--- src/hdl/lccp_pkg.sv ---
`timescale 1ns / 1ps

package lccp_pkg;

   // Default channel count of the lighting store
   localparam int CHANNELS_DEFAULT = 512;
   // Store index width; wide enough for the largest supported store (512 channels)
   localparam int ADDR_W = 9;
   // Entries in the queue between parser and executor
   localparam int QUEUE_DEPTH_DEFAULT = 2;
   localparam int CSR_INDEX_W = 3;
   localparam int SYNC_STRIDE = 30;

   localparam logic [7:0] CODE_CONTROL_RESET = 8'd1;
   localparam logic [7:0] CODE_MULTI_RESET   = 8'd2;
   localparam logic [7:0] CODE_ONE_RESET     = 8'd3;
   localparam logic [7:0] CODE_SYNC_RESET    = 8'd4;
   localparam logic [7:0] CODE_CLEAR_RESET   = 8'd5;

   typedef enum logic [CSR_INDEX_W-1:0] {
      CSR_CODE_CONTROL = 3'd0,
      CSR_CODE_MULTI   = 3'd1,
      CSR_CODE_ONE     = 3'd2,
      CSR_CODE_SYNC    = 3'd3,
      CSR_CODE_CLEAR   = 3'd4
   } csr_index_type;

   typedef enum logic [2:0] {
      KIND_IDLE      = 3'd0,
      KIND_CONTROL   = 3'd1,
      KIND_TRIPLES   = 3'd2,
      KIND_ONE_VALUE = 3'd3,
      KIND_SYNC      = 3'd4,
      KIND_CLEAR     = 3'd5,
      KIND_UNKNOWN   = 3'd6
   } kind_type;

   localparam logic COMMAND_PACKET = 1'b0;
   localparam logic COMMAND_READ   = 1'b1;
   localparam logic RESULT_STATUS  = 1'b0;
   localparam logic RESULT_READ    = 1'b1;

   typedef struct packed {
      logic       command;
      logic [7:0] packet_byte;
      logic       first_byte;
      logic [7:0] packet_length;
      logic [9:0] read_channel;
   } req_type;

   typedef struct packed {
      logic       result_kind;
      logic       accepted;
      logic       running;
      logic [7:0] channel_value;
   } rsp_type;

   // One unit of work for the executor
   typedef struct packed {
      logic              wr_en;
      logic [ADDR_W-1:0] addr;
      logic [7:0]        wr_data;
      logic              run_en;
      logic              run_value;
      logic              rsp_en;
      logic              rsp_kind;
      logic              accepted;
      logic              clear;
      logic              rd_hit;
   } op_type;

endpackage

--- src/hdl/lccp_queue.sv ---
`timescale 1ns / 1ps

module lccp_queue import lccp_pkg::*; #(
   parameter int DEPTH = QUEUE_DEPTH_DEFAULT
) (
   input  logic   clock,
   input  logic   reset,
   input  logic   push,
   input  op_type push_op,
   input  logic   pop,
   output op_type head_op,
   output logic   not_empty,
   output logic   full
);

   localparam int PW = (DEPTH > 1) ? $clog2(DEPTH) : 1;
   localparam int CW = $clog2(DEPTH + 1);

   op_type          slots_ff [DEPTH];
   logic [PW-1:0]   wr_ptr_ff, rd_ptr_ff;
   logic [CW-1:0]   count_ff;

   assign head_op   = slots_ff[rd_ptr_ff];
   assign not_empty = (count_ff != '0);
   assign full      = (count_ff == CW'(DEPTH));

   always_ff @(posedge clock) begin
      if (push) slots_ff[wr_ptr_ff] <= push_op;
   end

   always_ff @(posedge clock) begin
      if (reset) begin
         wr_ptr_ff <= '0;
         rd_ptr_ff <= '0;
         count_ff  <= '0;
      end else begin
         if (push) wr_ptr_ff <= (wr_ptr_ff == PW'(DEPTH - 1)) ? '0 : wr_ptr_ff + 1'b1;
         if (pop)  rd_ptr_ff <= (rd_ptr_ff == PW'(DEPTH - 1)) ? '0 : rd_ptr_ff + 1'b1;
         if (push && !pop)      count_ff <= count_ff + 1'b1;
         else if (pop && !push) count_ff <= count_ff - 1'b1;
      end
   end

endmodule

--- config.mk ---
export PLATFORM = sky130hd
export DESIGN_NAME = lccp_queue
export DESIGN_NICKNAME = d
export VERILOG_FILES = /design/src/hdl/lccp_pkg.sv /design/src/hdl/lccp_queue.sv
export SDC_FILE = /design/constraint.sdc
export NUM_CORES = 1
export LEC_CHECK = 0
export ABC_AREA = 1
export BUFFER_PORTS_ARGS = -buffer_cell sky130_fd_sc_hd__buf_4
export CORE_ASPECT_RATIO = 0.7
export CORE_MARGIN = 3
export CORE_UTILIZATION = 30
export CTS_BUF_LIST = sky130_fd_sc_hd__clkbuf_2 sky130_fd_sc_hd__clkbuf_4 sky130_fd_sc_hd__clkbuf_8
export CTS_CLUSTER_DIAMETER = 60
export DETAILED_ROUTE_END_ITERATION = 8
export MAX_ROUTING_LAYER = met4
export PLACE_DENSITY = 0.61
export SLEW_MARGIN = 20
export SYNTH_ARGS = -nofsm -noshare
export SYNTH_HDL_FRONTEND = slang
export SYNTH_SLANG_ARGS = --single-unit
--- constraint.sdc ---
create_clock -name clock -period 5.6 [get_ports clock]
set_clock_uncertainty 0.2 [all_clocks]
set_input_delay 0.56 -clock clock [delete_from_list [all_inputs] [get_ports clock]]
set_output_delay 0.56 -clock clock [all_outputs]
set_load 0.03 [all_outputs]
==> impl_metrics.ini, run 1 <==
[worst_setup_path]
critPathLaunchType = register
r2r_cells = 2
worstSetupPathType = register to primary output
cp-end-kind = primary output
critPathArrivalTime_ns = 1.79
worstPathRequired_ns = 4.84
path_max_fanout = 25

[clock_tree]
post_cts_buffers = 0
cts_root_buf = clkbuf_8
clockBufferDepth = 2
numCtsBuffers = 5
ctsHoldBuffers = 0
clock-sinks = 55
htreeDepth = 2
worst_skew_pair.late_latency_ns = 0.30
cts_tree = built
path_clk_slew_ns = 0.09
ctsResizeCount = 0

[pwr]
power_leakage_nw = 1.07
powerDensity_nw_per_um2 = 312
ir_worst_vdd_v = 0.0000996
p_total_mw = 0.846

[routing]
routedWlPerCell_um = 13.6
wl_um = 3610
drcViolationCount = 0
postRouteAntennaNets = 0
avgViaCountPerCell = 4.06
vias = 1080
drt_iter0_markers = 25
dr.pass1.iters = 3

[cells_and_area]
seq_area_sq_um = 1600
multiInputGateArea_sq_um = 452
drive_gt1_frac = 0.517
nets = 201
mostFrequentLayoutCells = 56 x buf_4, 50 x edfxtp_1, 20 x mux2_4
syn_to_final_growth_pct = 26.9
n_antenna_cell = 0
nFillCells = 656
final_common_cell = buf_4

[sta]
period_share = 0.455
maxSlewHeadroom = 0.333
setup_violations = 0
slew_viol_final = 0
worst_hold_slack_ns = 0.229
worst_slew_pin_slew_ns = 0.995
hold_viol_final = 0
post-route-min-period_ns = 2.55
fmax_mhz = 393
fin_setup_tns_ns = 0
rsz0062_at_grt = false

[global_route]
grt_overflow_total = 0
antenna_found_initial = 0
grt_pass1_vias = 1171
grt_pass1_wl_um = 5730
grt_max_degree = 27
grt_use_total = 0.0945

[logic_synthesis]
ys_types = 16
syn_nets = 141
yosysWarningCount = 0
syn_avg_cell_area_sq_um = 19.2
yosysSeqAreaShare = 0.750
netlist_area_sq_um = 2140
postSynthCellCount = 111
postSynthRegisterBits = 55

[floorplanning]
dieArea_sq_um = 8180
pin_count = 56
start_util = 0.313
die_y_um = 76.6
coreArea_sq_um = 6820
row_count = 25
fp.dieW_um = 107

[place]
io_buffers = 55
place.gp.congestion = 0.770
hpwl_um = 2480

[run]
max_cap_violations = 0

[run_status]
status = completed

[hold_path]
holdCritPathClass = input port to register
whs_path_depth = 2
[routing by layer]
metal | part of all wire | GRT usage
met1 | 0.47 | 0.113
met2 | 0.44 | 0.147
met3 | 0.080 | 0.0373
met4 | 0.0083 | 0.0307
met5 | 0 | -
[state kept, by name, summed over array words and instances, names as in the netlist, named ones only]
register / cells
rd_ptr_ff: 1
slots_ff: 50
wr_ptr_ff: 1
count_ff: 2
[logic make-up (layout without fill, tap and decap cells)]
family          after synthesis  in the layout  synth area share
flops                        55             55             0.750
mux                          25             25             0.167
simple gates                 15             15            0.0287
buf+inv                      12             73            0.0398
compound gates                2              2           0.00468
fa+ha+maj                     1              1           0.00586
xor+xnor                      1              1           0.00410
[synth_stat cells, drive strengths merged]
library cell / number / area (sq um)
nand3: 1 / 5.00
nor3: 1 / 5.00
ha: 1 / 12.5
a21oi: 1 / 5.00
nor2: 6 / 22.5
nand4: 1 / 6.26
dfxtp: 5 / 100
mux2: 25 / 357
buf: 3 / 51.3
edfxtp: 50 / 1500
inv: 9 / 33.8
o21ai: 1 / 5.00
xnor2: 1 / 8.76
nand2: 6 / 22.5
[cell type report]
cell class | instances | share of cell area
Clock buffer | 5 | 0.0254
Clock inverter | 3 | 0.00554
Inverter | 9 | 0.0125
Multi-Input combinational cell | 44 | 0.167
Sequential cell | 55 | 0.591
Tap cell | 94 | 0.0434
Timing Repair Buffer | 56 | 0.155
[critical path, cell delays in order, from the launching register on]
cell     delay, ns
dfxtp_2       0.87
mux2_2        0.42
buf_4         0.17
[final timing paths]
check | slack, ns | start | to
worst max-delay path | 3.05 | register | head_op[11]
worst min-delay path | 0.23 | reset | register
worst max register to register | 3.68 | wr_ptr_ff$_SDFFE_PP0P_ | slots_ff[1][7]$_DFFE_PP_
worst min register to register | 0.32 | rd_ptr_ff$_SDFFE_PP0P_ | register
[per-stage QoR]
step	area, sq um	setup WS, ns	cells	util
floorplan	2140	3.34	111	-
global placement	2630	3.37	258	0.385
detailed placement	2630	3.35	258	0.385
CTS	2710	3.00	266	0.397
global route	2710	2.95	266	0.397
finish	2710	3.05	266	0.397
[power breakdown]
group	internal (mW)	switching, mW
combinational	0.0710	0.0772
clock	0.0853	0.125
sequential	0.473	0.0153
total	0.629	0.217
Power figures use the tool's default switching activity.
==> run 2, diff against run 1 <==
==> constraint.sdc (replaced) <==
create_clock -name clock -period 2.4 [get_ports clock]
set_clock_uncertainty 0.2 [all_clocks]
set_input_delay 0.24 -clock clock [delete_from_list [all_inputs] [get_ports clock]]
set_output_delay 0.24 -clock clock [all_outputs]
set_load 0.03 [all_outputs]
==> run 2 against run 1 <==
  * Via count rose by 7.6%
  * Die area did not move
  * Combinational power rose to 2.7 times the previous value
  * Critical path depth rose by 1
  * Critical path type unchanged
  * Critical endpoint is now head_op[9]
==> impl_metrics.ini, run 2 (synthesis gave the netlist of run 1 again) <==
[sta]
worst_hold_slack_ns = 0.0142
hold_viol_final = 0
maxSlewHeadroom = 0.675
post-route-min-period_ns = 2.00
setup_violations = 0
slew_viol_final = 0
rsz0062_at_grt = false
worst_slew_pin_slew_ns = 0.486
fin_setup_tns_ns = 0
fmax_mhz = 499
period_share = 0.835

[run]
max_cap_violations = 0

[worst_setup_path]
cp-end-kind = primary output
critPathLaunchType = register
worstSetupPathType = register to primary output
worstPathRequired_ns = 1.96
path_max_fanout = 18
critPathArrivalTime_ns = 1.56

[run_status]
status = completed

[pwr]
powerDensity_nw_per_um2 = 706
ir_worst_vdd_v = 0.000294
p_total_mw = 2.15
power_leakage_nw = 1.23

[floorplanning]
die_y_um = 76.6
coreArea_sq_um = 6820
fp.dieW_um = 107
pin_count = 56
start_util = 0.313
row_count = 25
dieArea_sq_um = 8180

[clock_tree]
path_clk_slew_ns = 0.09
post_cts_buffers = 0
numCtsBuffers = 5
ctsHoldBuffers = 26
cts_root_buf = clkbuf_8
clockBufferDepth = 2
cts_tree = built
ctsResizeCount = 0
clock-sinks = 55
htreeDepth = 2
worst_skew_pair.late_latency_ns = 0.29

[global_route]
grt_overflow_total = 0
grt_pass1_vias = 1248
grt_use_total = 0.0987
grt_max_degree = 19
grt_pass1_wl_um = 6020
antenna_found_initial = 0

[routing]
routedWlPerCell_um = 13.0
vias = 1162
postRouteAntennaNets = 0
drt_iter0_markers = 31
dr.pass1.iters = 4
drcViolationCount = 0
wl_um = 3830
avgViaCountPerCell = 3.95

[place]
hpwl_um = 2610
io_buffers = 55
place.gp.congestion = 0.726

[cells_and_area]
n_antenna_cell = 0
top_register = slots_ff
reg.largest.list = slots_ff (50), count_ff (2)
largest_reg_flops = 50
syn_to_final_growth_pct = 42.4
nets = 229
final_common_cell = buf_4
mostFrequentLayoutCells = 56 x buf_4, 50 x edfxtp_1, 26 x dlygate4sd3_1
drive_gt1_frac = 0.465

[hold_path]
holdCritPathClass = input port to register
## run 2: cell types whose count changed in the layout (fill, tap and decap cells not counted)
cell           before  now
dlygate4sd3_1       0   26
clkinv_1            3    0
buf_12              0    2
clkbuf_4            0    2
bufinv_16           0    1
clkinvlp_4          1    0
inv_1               8    9
## run 2: path summary, 6_finish.rpt
check | slack (ns) | cells after the start | endpoint | start
worst max register to register | 0.83 | 3 | slots_ff[1][6]$_DFFE_PP_ | wr_ptr_ff$_SDFFE_PP0P_
worst max-delay path | 0.40 | 3 | head_op[9] | register
worst min-delay path | 0.01 | 3 | rd_ptr_ff$_SDFFE_PP0P_ | pop
worst min register to register | 0.33 | 2 | rd_ptr_ff$_SDFFE_PP0P_ | rd_ptr_ff$_SDFFE_PP0P_
## run 2: worst max-delay path: stages, from the launching register on
cell and delay, ns:
dfxtp_2 0.51, buf_12 0.23, mux2_2 0.36, buf_4 0.17
## run 2: layout make-up
cell class	instances	area, sq um
flip-flops and latches	55	1600
well taps	94	118
inverters	9	33.8
clock buffers	7	83.8
repair buffers	84	721
fillers	627	3780
multi-input cells	44	452
clock inverters	1	30.0
## run 2: through the flow
| step | area (sq um) | std cells | util | worst slack [ns] |
|---|---|---|---|---|
| floorplan | 2140 | 111 | - | 0.404 |
| CTS | 3040 | 294 | 0.446 | 0.372 |
| global placement | 2670 | 260 | 0.391 | 0.728 |
| global route | 3040 | 294 | 0.446 | 0.332 |
| finish | 3040 | 294 | 0.446 | 0.397 |
| detailed placement | 2670 | 260 | 0.391 | 0.712 |
## run 2: routing by layer
layer  GRT usage  vias up  part of all wire
met5           -        -                 0
met1       0.123      537              0.48
li1            -      579                 -
met3      0.0305        3             0.066
met4      0.0268        0            0.0055
met2       0.156       43              0.45
## run 2: where the power goes
group / internal [mW] / switching [mW] / leakage (nW)
Sequential: 1.10 / 0.0213 / 0.511
Clock: 0.335 / 0.279 / 0.0593
Combinational: 0.202 / 0.204 / 0.655
