$ cat src/hdl/lccp_pkg.sv
`timescale 1ns / 1ps

package lccp_pkg;

   // Default channel count of the lighting store
   localparam int CHANNELS_DEFAULT = 512;
   // Store index width; wide enough for the largest supported store (512 channels)
   localparam int ADDR_W = 9;
   // Entries in the queue between parser and executor
   localparam int QUEUE_DEPTH_DEFAULT = 2;
   localparam int CSR_INDEX_W = 3;
   localparam int SYNC_STRIDE = 30;

   localparam logic [7:0] CODE_CONTROL_RESET = 8'd1;
   localparam logic [7:0] CODE_MULTI_RESET   = 8'd2;
   localparam logic [7:0] CODE_ONE_RESET     = 8'd3;
   localparam logic [7:0] CODE_SYNC_RESET    = 8'd4;
   localparam logic [7:0] CODE_CLEAR_RESET   = 8'd5;

   typedef enum logic [CSR_INDEX_W-1:0] {
      CSR_CODE_CONTROL = 3'd0,
      CSR_CODE_MULTI   = 3'd1,
      CSR_CODE_ONE     = 3'd2,
      CSR_CODE_SYNC    = 3'd3,
      CSR_CODE_CLEAR   = 3'd4
   } csr_index_type;

   typedef enum logic [2:0] {
      KIND_IDLE      = 3'd0,
      KIND_CONTROL   = 3'd1,
      KIND_TRIPLES   = 3'd2,
      KIND_ONE_VALUE = 3'd3,
      KIND_SYNC      = 3'd4,
      KIND_CLEAR     = 3'd5,
      KIND_UNKNOWN   = 3'd6
   } kind_type;

   localparam logic COMMAND_PACKET = 1'b0;
   localparam logic COMMAND_READ   = 1'b1;
   localparam logic RESULT_STATUS  = 1'b0;
   localparam logic RESULT_READ    = 1'b1;

   typedef struct packed {
      logic       command;
      logic [7:0] packet_byte;
      logic       first_byte;
      logic [7:0] packet_length;
      logic [9:0] read_channel;
   } req_type;

   typedef struct packed {
      logic       result_kind;
      logic       accepted;
      logic       running;
      logic [7:0] channel_value;
   } rsp_type;

   // One unit of work for the executor
   typedef struct packed {
      logic              wr_en;
      logic [ADDR_W-1:0] addr;
      logic [7:0]        wr_data;
      logic              run_en;
      logic              run_value;
      logic              rsp_en;
      logic              rsp_kind;
      logic              accepted;
      logic              clear;
      logic              rd_hit;
   } op_type;

endpackage

$ cat src/hdl/lccp_front.sv
`timescale 1ns / 1ps

module lccp_front import lccp_pkg::*; #(
   parameter int CHANNELS = CHANNELS_DEFAULT
) (
   input  logic                   clock,
   input  logic                   reset,
   input  logic                   csr_we,
   input  logic [CSR_INDEX_W-1:0] csr_index,
   input  logic [7:0]             csr_wdata,
   input  req_type                req,
   input  logic                   fire,
   output op_type                 op,
   output logic                   op_any
);

   localparam logic [15:0] CH_MAX = 16'(CHANNELS);

   logic [7:0]  code_control_ff, code_multi_ff, code_one_ff, code_sync_ff, code_clear_ff;
   kind_type    kind_ff, kind_in;
   logic [7:0]  pos_ff, pos_in;
   logic [7:0]  len_ff, len_in;
   logic        reject_ff, reject_in;
   logic [7:0]  held_ff, held_in;
   logic [7:0]  high_ff, high_in;
   logic [12:0] wptr_ff, wptr_in;
   logic [1:0]  phase_ff, phase_in;

   kind_type    kind_new, kind_cur;
   logic        reject_cur, active;
   logic [7:0]  pos_cur, len_cur, b;
   logic [9:0]  list_end;
   logic [15:0] chan;
   logic        chan_we;
   logic [7:0]  chan_data;

   assign b = req.packet_byte;

   // Classify the code; on equal codes control wins, then multi, one, sync and clear
   always_comb begin
      kind_new = KIND_UNKNOWN;
      if (b == code_clear_ff)   kind_new = KIND_CLEAR;
      if (b == code_sync_ff)    kind_new = KIND_SYNC;
      if (b == code_one_ff)     kind_new = KIND_ONE_VALUE;
      if (b == code_multi_ff)   kind_new = KIND_TRIPLES;
      if (b == code_control_ff) kind_new = KIND_CONTROL;
   end

   always_comb begin
      op         = '0;
      kind_in    = kind_ff;
      pos_in     = pos_ff;
      len_in     = len_ff;
      reject_in  = reject_ff;
      held_in    = held_ff;
      high_in    = high_ff;
      wptr_in    = wptr_ff;
      phase_in   = phase_ff;
      kind_cur   = kind_ff;
      reject_cur = reject_ff;
      pos_cur    = pos_ff;
      len_cur    = len_ff;
      active     = 1'b0;
      list_end   = '0;
      chan       = '0;
      chan_we    = 1'b0;
      chan_data  = '0;

      if (req.command == COMMAND_READ) begin
         op.rsp_en   = 1'b1;
         op.rsp_kind = RESULT_READ;
         op.rd_hit   = (req.read_channel != 10'd0) && ({6'd0, req.read_channel} <= CH_MAX);
         op.addr     = ADDR_W'(req.read_channel - 10'd1);
      end else if (req.first_byte) begin
         if (req.packet_length == 8'd0) begin
            kind_in     = KIND_IDLE;
            op.rsp_en   = 1'b1;
            op.rsp_kind = RESULT_STATUS;
         end else begin
            active     = 1'b1;
            kind_cur   = kind_new;
            pos_cur    = 8'd0;
            len_cur    = req.packet_length;
            reject_cur = (kind_new == KIND_UNKNOWN) ||
                         ((kind_new != KIND_CLEAR) && (req.packet_length < 8'd2));
         end
      end else if (kind_ff != KIND_IDLE) begin
         active  = 1'b1;
         pos_cur = pos_ff + 8'd1;
      end

      if (active) begin
         if (!reject_cur) begin
            if (pos_cur == 8'd1) begin
               phase_in = 2'd0;
               case (kind_cur)
                  KIND_CONTROL: begin
                     if (b == 8'd0 || b == 8'd1) begin
                        op.run_en    = 1'b1;
                        op.run_value = b[0];
                     end
                  end
                  KIND_TRIPLES: begin
                     list_end = {2'd0, b} + {1'b0, b, 1'b0} + 10'd2;
                     if ({2'd0, len_cur} < list_end) reject_cur = 1'b1;
                     else wptr_in = 13'(list_end);
                  end
                  KIND_ONE_VALUE: begin
                     list_end = {1'b0, b, 1'b0} + 10'd3;
                     if ({2'd0, len_cur} < list_end) reject_cur = 1'b1;
                     else wptr_in = 13'(list_end);
                  end
                  KIND_SYNC: begin
                     wptr_in = 13'(b) * 13'(SYNC_STRIDE) + 13'd1;
                  end
                  default: begin
                  end
               endcase
            end else if (pos_cur >= 8'd2) begin
               case (kind_cur)
                  KIND_TRIPLES: begin
                     phase_in = (phase_ff == 2'd2) ? 2'd0 : phase_ff + 2'd1;
                     if ({5'd0, pos_cur} < wptr_ff) begin
                        case (phase_ff)
                           2'd0:    held_in = b;
                           2'd1:    high_in = b;
                           default: begin
                              chan      = {high_ff, b};
                              chan_we   = 1'b1;
                              chan_data = held_ff;
                           end
                        endcase
                     end
                  end
                  KIND_ONE_VALUE: begin
                     if (pos_cur == 8'd2) begin
                        held_in = b;
                     end else if ({5'd0, pos_cur} < wptr_ff) begin
                        if (pos_cur[0]) begin
                           high_in = b;
                        end else begin
                           chan      = {high_ff, b};
                           chan_we   = 1'b1;
                           chan_data = held_ff;
                        end
                     end
                  end
                  KIND_SYNC: begin
                     chan      = 16'(wptr_ff) + 16'(pos_cur) - 16'd2;
                     chan_we   = 1'b1;
                     chan_data = b;
                  end
                  default: begin
                  end
               endcase
            end
         end

         // Skip channels outside 1..CHANNELS
         if (chan_we && chan != 16'd0 && chan <= CH_MAX) begin
            op.wr_en   = 1'b1;
            op.addr    = ADDR_W'(chan - 16'd1);
            op.wr_data = chan_data;
         end

         pos_in    = pos_cur;
         len_in    = len_cur;
         reject_in = reject_cur;
         kind_in   = kind_cur;
         if ({1'b0, pos_cur} + 9'd1 >= {1'b0, len_cur}) begin
            kind_in     = KIND_IDLE;
            op.rsp_en   = 1'b1;
            op.rsp_kind = RESULT_STATUS;
            op.accepted = !reject_cur;
            op.clear    = !reject_cur && (kind_cur == KIND_CLEAR);
         end
      end
   end

   assign op_any = op.wr_en | op.run_en | op.rsp_en;

   always_ff @(posedge clock) begin
      if (reset) begin
         code_control_ff <= CODE_CONTROL_RESET;
         code_multi_ff   <= CODE_MULTI_RESET;
         code_one_ff     <= CODE_ONE_RESET;
         code_sync_ff    <= CODE_SYNC_RESET;
         code_clear_ff   <= CODE_CLEAR_RESET;
      end else if (csr_we) begin
         case (csr_index)
            CSR_CODE_CONTROL: code_control_ff <= csr_wdata;
            CSR_CODE_MULTI:   code_multi_ff   <= csr_wdata;
            CSR_CODE_ONE:     code_one_ff     <= csr_wdata;
            CSR_CODE_SYNC:    code_sync_ff    <= csr_wdata;
            CSR_CODE_CLEAR:   code_clear_ff   <= csr_wdata;
            default: begin
            end
         endcase
      end
   end

   always_ff @(posedge clock) begin
      if (reset) begin
         kind_ff   <= KIND_IDLE;
         pos_ff    <= '0;
         len_ff    <= '0;
         reject_ff <= 1'b0;
      end else if (fire) begin
         kind_ff   <= kind_in;
         pos_ff    <= pos_in;
         len_ff    <= len_in;
         reject_ff <= reject_in;
      end
   end

   always_ff @(posedge clock) begin
      if (fire) begin
         held_ff  <= held_in;
         high_ff  <= high_in;
         wptr_ff  <= wptr_in;
         phase_ff <= phase_in;
      end
   end

endmodule

$ cat config.mk
export PLATFORM = sky130hd
export DESIGN_NAME = lccp_front
export DESIGN_NICKNAME = d
export VERILOG_FILES = /design/src/hdl/lccp_pkg.sv /design/src/hdl/lccp_front.sv
export SDC_FILE = /design/constraint.sdc
export NUM_CORES = 1
export LEC_CHECK = 0
export ABC_CLOCK_PERIOD_IN_PS = 5400
export BUFFER_PORTS_ARGS = -buffer_cell sky130_fd_sc_hd__buf_2
export CAP_MARGIN = 20
export CORE_MARGIN = 3
export CORE_UTILIZATION = 30
export DETAILED_ROUTE_END_ITERATION = 8
export HOLD_SLACK_MARGIN = 0.02
export PLACE_DENSITY = 0.43
export REMOVE_ABC_BUFFERS = 1
export SYNTH_ARGS = -nofsm -noshare
export SYNTH_HDL_FRONTEND = slang
export SYNTH_SLANG_ARGS = --single-unit
$ cat constraint.sdc
create_clock -name clock -period 5.4 [get_ports clock]
set_input_delay 0.27 -clock clock [delete_from_list [all_inputs] [get_ports clock]]
set_output_delay 0.27 -clock clock [all_outputs]
set_load 0.05 [all_outputs]
==> results of run 1 <==
==> worst min-delay path by stage <==
| stage | to | cells after the start |
|---|---|---|
| after CTS | code_clear_ff[3] | 3 |
| after floorplan | code_clear_ff[1] | 1 |
| after global placement | code_one_ff[5] | 2 |
| after global routing | code_sync_ff[6] | 3 |
| after detailed placement | code_clear_ff[3] | 2 |
| final | code_multi_ff[3] | 3 |
==> power breakdown <==
part | leakage, nW | total, mW | internal (mW) | switching [mW]
Combinational | 3.09 | 0.518 | 0.202 | 0.316
Clock | 0.153 | 0.686 | 0.337 | 0.348
Sequential | 0.761 | 0.730 | 0.722 | 0.00834
==> final cells by class <==
class / instances / area (sq um) / area share, %
clock buffer: 9 / 225 / 2.39
clock inverter: 7 / 86.3 / 0.918
inverter: 69 / 259 / 2.75
multi-input combinational: 789 / 5660 / 60.2
sequential: 91 / 2140 / 22.7
tap: 335 / 419 / 4.45
timing repair buffer: 102 / 621 / 6.60
==> cells in the mapped netlist (11+ instances only) <==
cell type	count	area, sq um
nand3b_1	12	90.1
nand3_1	20	100
a31oi_1	11	68.8
nand2_1	138	518
xnor2_1	44	385
a22oi_1	19	143
clkbuf_1	24	90.1
o21a_1	11	82.6
a21oi_1	76	380
dfxtp_1	60	1200
a21o_1	17	128
o21bai_1	11	82.6
a211oi_1	11	82.6
inv_1	67	251
ha_1	89	1110
nor2_1	75	282
o21ai_0	31	155
xor2_1	38	333
nor4_1	14	87.6
nor3_1	16	80.1
edfxtp_1	31	931
fa_1	14	280
==> sequential cells by signal, indices dropped and copies added, names as in the netlist, 2 cells and up <==
register and flops:
code_clear_ff 8, code_control_ff 8, code_multi_ff 8, code_one_ff 8, code_sync_ff 8, held_ff 8
high_ff 8, kind_ff 3, len_ff 8, phase_ff 2, pos_ff 8, wptr_ff 13
==> metal layers <==
layer | global-route usage [%] | vias to the layer above | part of all wire, %
li1 | - | 3658 | -
met1 | 24.4 | 3460 | 48
met2 | 31.0 | 108 | 49
met3 | 2.47 | 12 | 2.5
met4 | 3.74 | 0 | 1.2
met5 | 0 | - | 0
==> what timing repair did <==
item                                    CTS  global route
endpoints found under the hold margin     0             0
pin swaps                                 0             0
cloned                                    0             0
gates resized for setup                   5            28
endpoints found under the setup margin   19            19
==> per-stage QoR <==
stage	cell area [sq um]	power, mW	TNS [ns]	hold WS [ns]
2_1_floorplan	7990	1.08	-0.166	0.339
3_3_place_gp	9010	1.26	0	0.455
3_5_place_dp	9010	1.26	0	0.460
4_1_cts	9330	1.96	0	0.187
5_1_grt	9410	2.04	-0.0647	0.198
6_report	9410	1.93	0	0.207
==> worst max-delay path: stages <==
cell,delay (ns)
buf_2,0.11
nor4_1,0.59
a21boi_2,0.30
a21o_1,0.35
inv_1,0.09
ha_1,0.23
ha_1,0.25
ha_1,0.24
a2111o_1,0.41
o2111a_1,0.25
a311o_1,0.41
mux2i_1,0.15
nor4b_2,0.32
a31oi_1,0.09
a211oi_2,0.23
o21ai_4,0.10
buf_4,0.20
o22ai_1,0.16
clkbuf_4,0.27
==> cell families after synthesis <==
family	synth area share, %
compound gates	20.7
xor+xnor	8.82
fa+ha+maj	17.1
buf+inv	5.08
flops	26.2
mux	1.57
simple gates	20.5
==> qor.csv, run 1 <==
metric,value,unit
syn avg cell area,8.26,sq um
Syn. warnings,0,
Placed Cells incl. Taps,1386,
Mapped Area,8150,sq um
Max Cap Viol,0,
Worst VDD drop,0.000127,V
pre-CTS WS,0.0588,ns
Most used DFF post-synth,dfxtp_1,
"Distinct cells, synth",84,
initial antenna violation count,0,
Worst Setup SP,req[12],
r2r startpoint,kind_ff[2],
CP endpoint,op[18],
HP Class,in -> reg,
Syn Inst Count,986,
final net count,1208,
first drt pass iteration count,5,
Final WS setup,0.0987,ns
"Cell Count, Final, Fillers Out",1402,
DRC,0,
async set-reset flop share out of synthesis,0,%
pin count of the biggest net entering global routing,61,
final RePlAce weighted congestion,0.826,
Setup Crit Path Kind,in -> out,
Layout area overhead,15.5,%
Post-synth EDFFs,31,
CTS Root Cell,clkbuf_16,
drt first-iter violations,428,
"Seq/Total Area, Yosys",26.2,%
achievable frequency,189,MHz
Final period util,98.2,%
clock skew,0.0149,ns
Buffers on Ports,68,
Worst Path Arrival,5.03,ns
CP startpoint kind,primary input,
grt ovf,0,
worst r2r dst,high_ff[7],
clock sinks,91,
utilization after layout,35.7,%
share of layout cells above drive strength 1,14.5,%
PD cells,205,nW/um^2
Via density,5.16,
CTS buffer count,9,
CP required,5.13,ns
r2r setup slk,1.56,ns
CP endpoint kind,output port,
"commonest cells after routing, fill and taps aside","nand2_1 (138), ha_1 (87), a21oi_1 (76), nor2_1 (74), inv_1 (67)",
first-pass GRT wire length,40.7,mm
Initial Utilization,30.9,%
vias in the first global route,7069,
"leading cell type in the layout, fill and taps excluded",nand2_1,
die extent in x,171,microns
Yosys reg bits,91,
R2R depth,13,
vias post-DR,7238,
layout filler cell count,2750,
LEAKAGE,4.00,nW
clock buffer depth,2,
later-pin clock latency in the skew report,0.37,ns
post-CTS setup buffers,0,
Final Setup Violations,0,
I/O pin cnt,69,
Rel. slew slack,44.4,%
hold_sp,csr_wdata[3],
Fin. Hold Viols,0,
Final ANT Viol Nets,0,
DR WL/cell,18.7,microns
CTS tree,done,
status,"finished, final reports clean",
die area,29200,sq um
cts-stage hold buffer count,0,
Post-Route WL,26.2,mm
Worst Tran Pin Value,0.831,ns
DP Wirelength,20.4,mm
Antenna diodes,0,
core area,26400,sq um
FP Rows,59,
H-tree depth,3,
die height,171,microns
clk slew on worst S/H paths,0.09,ns
Final Slew Violations,0,
Final min period,5.30,ns
GR Util All Layers,18.1,%
CP Max Fanout,15,
No activity file was read; power rests on OpenSTA's default activity.
==> run 2: changes to the inputs <==
--- a/config.mk
+++ b/config.mk
@@ -5,14 +5,14 @@
 export SDC_FILE = /design/constraint.sdc
 export NUM_CORES = 1
 export LEC_CHECK = 0
-export ABC_CLOCK_PERIOD_IN_PS = 5400
+export ABC_CLOCK_PERIOD_IN_PS = 4400
 export BUFFER_PORTS_ARGS = -buffer_cell sky130_fd_sc_hd__buf_2
 export CAP_MARGIN = 20
 export CORE_MARGIN = 3
 export CORE_UTILIZATION = 30
 export DETAILED_ROUTE_END_ITERATION = 8
 export HOLD_SLACK_MARGIN = 0.02
-export PLACE_DENSITY = 0.43
+export PLACE_DENSITY = 0.44
 export REMOVE_ABC_BUFFERS = 1
 export SYNTH_ARGS = -nofsm -noshare
 export SYNTH_HDL_FRONTEND = slang
==> constraint.sdc (replaced) <==
create_clock -name clock -period 4.4 [get_ports clock]
set_input_delay 0.22 -clock clock [delete_from_list [all_inputs] [get_ports clock]]
set_output_delay 0.22 -clock clock [all_outputs]
set_load 0.05 [all_outputs]
==> run 2 against run 1 <==
The run now ends with setup timing left. Combinational power is 38% higher. Clock power is 27% higher. Sequential share of layout area is 3.2 points lower. Total power is 28% higher. Critical path type is now reg -> out. Critical path depth is 1 lower. Register-to-register slack worse by 0.89 ns. Routed wire length is 4.9% higher. First-iteration DRC count is 8.4% higher. Final area is 17% higher.
==> qor.csv, run 2 (synthesis results as in run 1) <==
metric,value,unit,change
die area,29200,sq um,unchanged
Rel. slew slack,55.5,%,+11 points
H-tree depth,3,,unchanged
core area,26400,sq um,unchanged
HP Class,in -> reg,,
CP required,4.18,ns,-0.95 ns
CTS Root Cell,clkbuf_16,,
first drt pass iteration count,4,,-1
status,"finished, violations left",,
Setup Crit Path Kind,reg -> out,,
clock buffer depth,2,,unchanged
later-pin clock latency in the skew report,0.36,ns,about the same
Fin. Hold Viols,0,,unchanged
vias in the first global route,7692,,+8.8%
Worst VDD drop,0.000156,V,+23%
CP startpoint kind,flip-flop,,
CP Max Fanout,4,,-11
Final WS setup,-0.385,ns,-0.484 ns
grt ovf,0,,unchanged
Final ANT Viol Nets,0,,unchanged
CTS buffer count,9,,unchanged
initial antenna violation count,0,,unchanged
final hold slack,0.159,ns,-0.0479 ns
RSZ-0062 raised after global routing,yes,,
Initial Utilization,30.9,%,unchanged
pin count of the biggest net entering global routing,61,,unchanged
DRC,0,,unchanged
achievable frequency,209,MHz,
placed inst area,9850,sq um,+9.4%
"leading cell type in the layout, fill and taps excluded",buf_4,,
LEAKAGE,4.79,nW,+20%
final RePlAce weighted congestion,0.838,,+1.5%
Worst Tran Pin Value,0.667,ns,-0.164 ns
Layout area overhead,34.8,%,
Final period util,109,%,
fin area,11000,sq um,+17%
Max Cap Viol,0,,unchanged
Via density,5.04,,-2.5%
cts-stage hold buffer count,0,,unchanged
largest register by flop count,wptr_ff,,
max reg flops,13,,unchanged
vias post-DR,7689,,+6.2%
die height,171,microns,unchanged
DP Wirelength,21.5,mm,+5.5%
share of layout cells above drive strength 1,28.6,%,+14 points
Final min period,4.79,ns,
clock skew,0.0163,ns,+0.00132 ns
Worst Path Arrival,4.57,ns,-0.46 ns
PD cells,226,nW/um^2,+9.9%
layout filler cell count,2710,,-1.5%
clock sinks,91,,unchanged
DR WL/cell,18.0,microns,-3.7%
die extent in x,171,microns,unchanged
"commonest cells after routing, fill and taps aside","buf_4 (147), nand2_1 (137), ha_1 (76), a21oi_1 (73)",,
GR Util All Layers,18.8,%,+0.73 points
Antenna diodes,0,,unchanged
Final Setup Violations,19,,+19
Final Slew Violations,0,,unchanged
Post-Route WL,27.5,mm,+4.9%
failing checks,setup timing,,
CP endpoint kind,output port,,
clk slew on worst S/H paths,0.08,ns,about the same
I/O pin cnt,69,,unchanged
final net count,1333,,+10%
CTS tree,done,,
drt first-iter violations,464,,+8.4%
FP Rows,59,,unchanged
Buffers on Ports,68,,unchanged
first-pass GRT wire length,42.9,mm,+5.5%
run 2: cell types whose count changed in the layout (fill, tap and decap cells not counted), moves of 9 or more:
cell	delta
ha_1	-11
buf_4	+109
buf_6	+26
buf_2	-12
nor2_2	+9
ha_4	+10
nor2_1	-9
run 2: what timing repair did:
item	4_1_cts	5_1_grt
resized for setup	131	27
buffers inserted	11	6
pin swaps	29	12
setup endpoints to repair	22	22
run 2: where the power goes:
group	switching (mW)	leakage (nW)	internal [mW]
Combinational	0.409	3.87	0.305
Sequential	0.00934	0.762	0.885
Clock	0.406	0.160	0.465
run 2: final timing paths:
kind | cells past startpoint | slack, ns | startpoint | end
min | 3 | 0.16 | csr_wdata[3] | code_clear_ff[3]
max reg2reg | 21 | 0.67 | kind_ff[2] | kind_ff[0]
max | 18 | -0.39 | kind_ff[2] | op_any
min reg2reg | 2 | 0.47 | code_clear_ff[4] | code_clear_ff[4]
run 2: layer usage:
metal	vias to the layer above	part of all wire (%)	GRT usage [%]
met2	86	48	32.6
met3	19	2.4	2.59
met4	0	0.77	3.07
li1	3906	-	-
met1	3678	48	25.4
met5	-	0	0
run 2: cell type report:
cell class,instances,area [sq um],area share [%]
Clock buffer,9,225,2.05
Tap cell,335,419,3.82
Multi-Input combinational cell,789,6080,55.4
Inverter,69,262,2.38
Clock inverter,7,97.6,0.889
Timing Repair Buffer,227,1750,16.0
Sequential cell,91,2140,19.5
run 2: metrics by stage:
| stage | setup slack, ns | std cells | setup TNS, ns | utilization, % | total power [mW] |
|---|---|---|---|---|---|
| finish | -0.385 | 1527 | -6.55 | 41.7 | 2.48 |
| global route | -0.552 | 1527 | -9.69 | 41.7 | 2.62 |
| CTS | -0.375 | 1521 | -6.00 | 41.0 | 2.50 |
| detailed placement | -0.700 | 1495 | -12.80 | 37.4 | 1.59 |
| global placement | -0.704 | 1495 | -12.87 | 37.4 | 1.59 |
| floorplan | -0.937 | 949 | -16.19 | - | 1.33 |
run 2: critical path, cell delays in order, from the launching register on:
cell and delay (ns):
dfxtp_4 0.36, or3_4 0.43, a21bo_4 0.23, o21ai_4 0.16, ha_4 0.23, nor3_2 0.14, nor2_1 0.06, ha_2 0.19
a2111o_1 0.31, o2111a_1 0.26, a311o_1 0.31, buf_4 0.16, xnor2_2 0.13, a22o_1 0.25, o211a_1 0.17, o21ai_4 0.19
inv_4 0.08, or3_4 0.38, buf_8 0.16
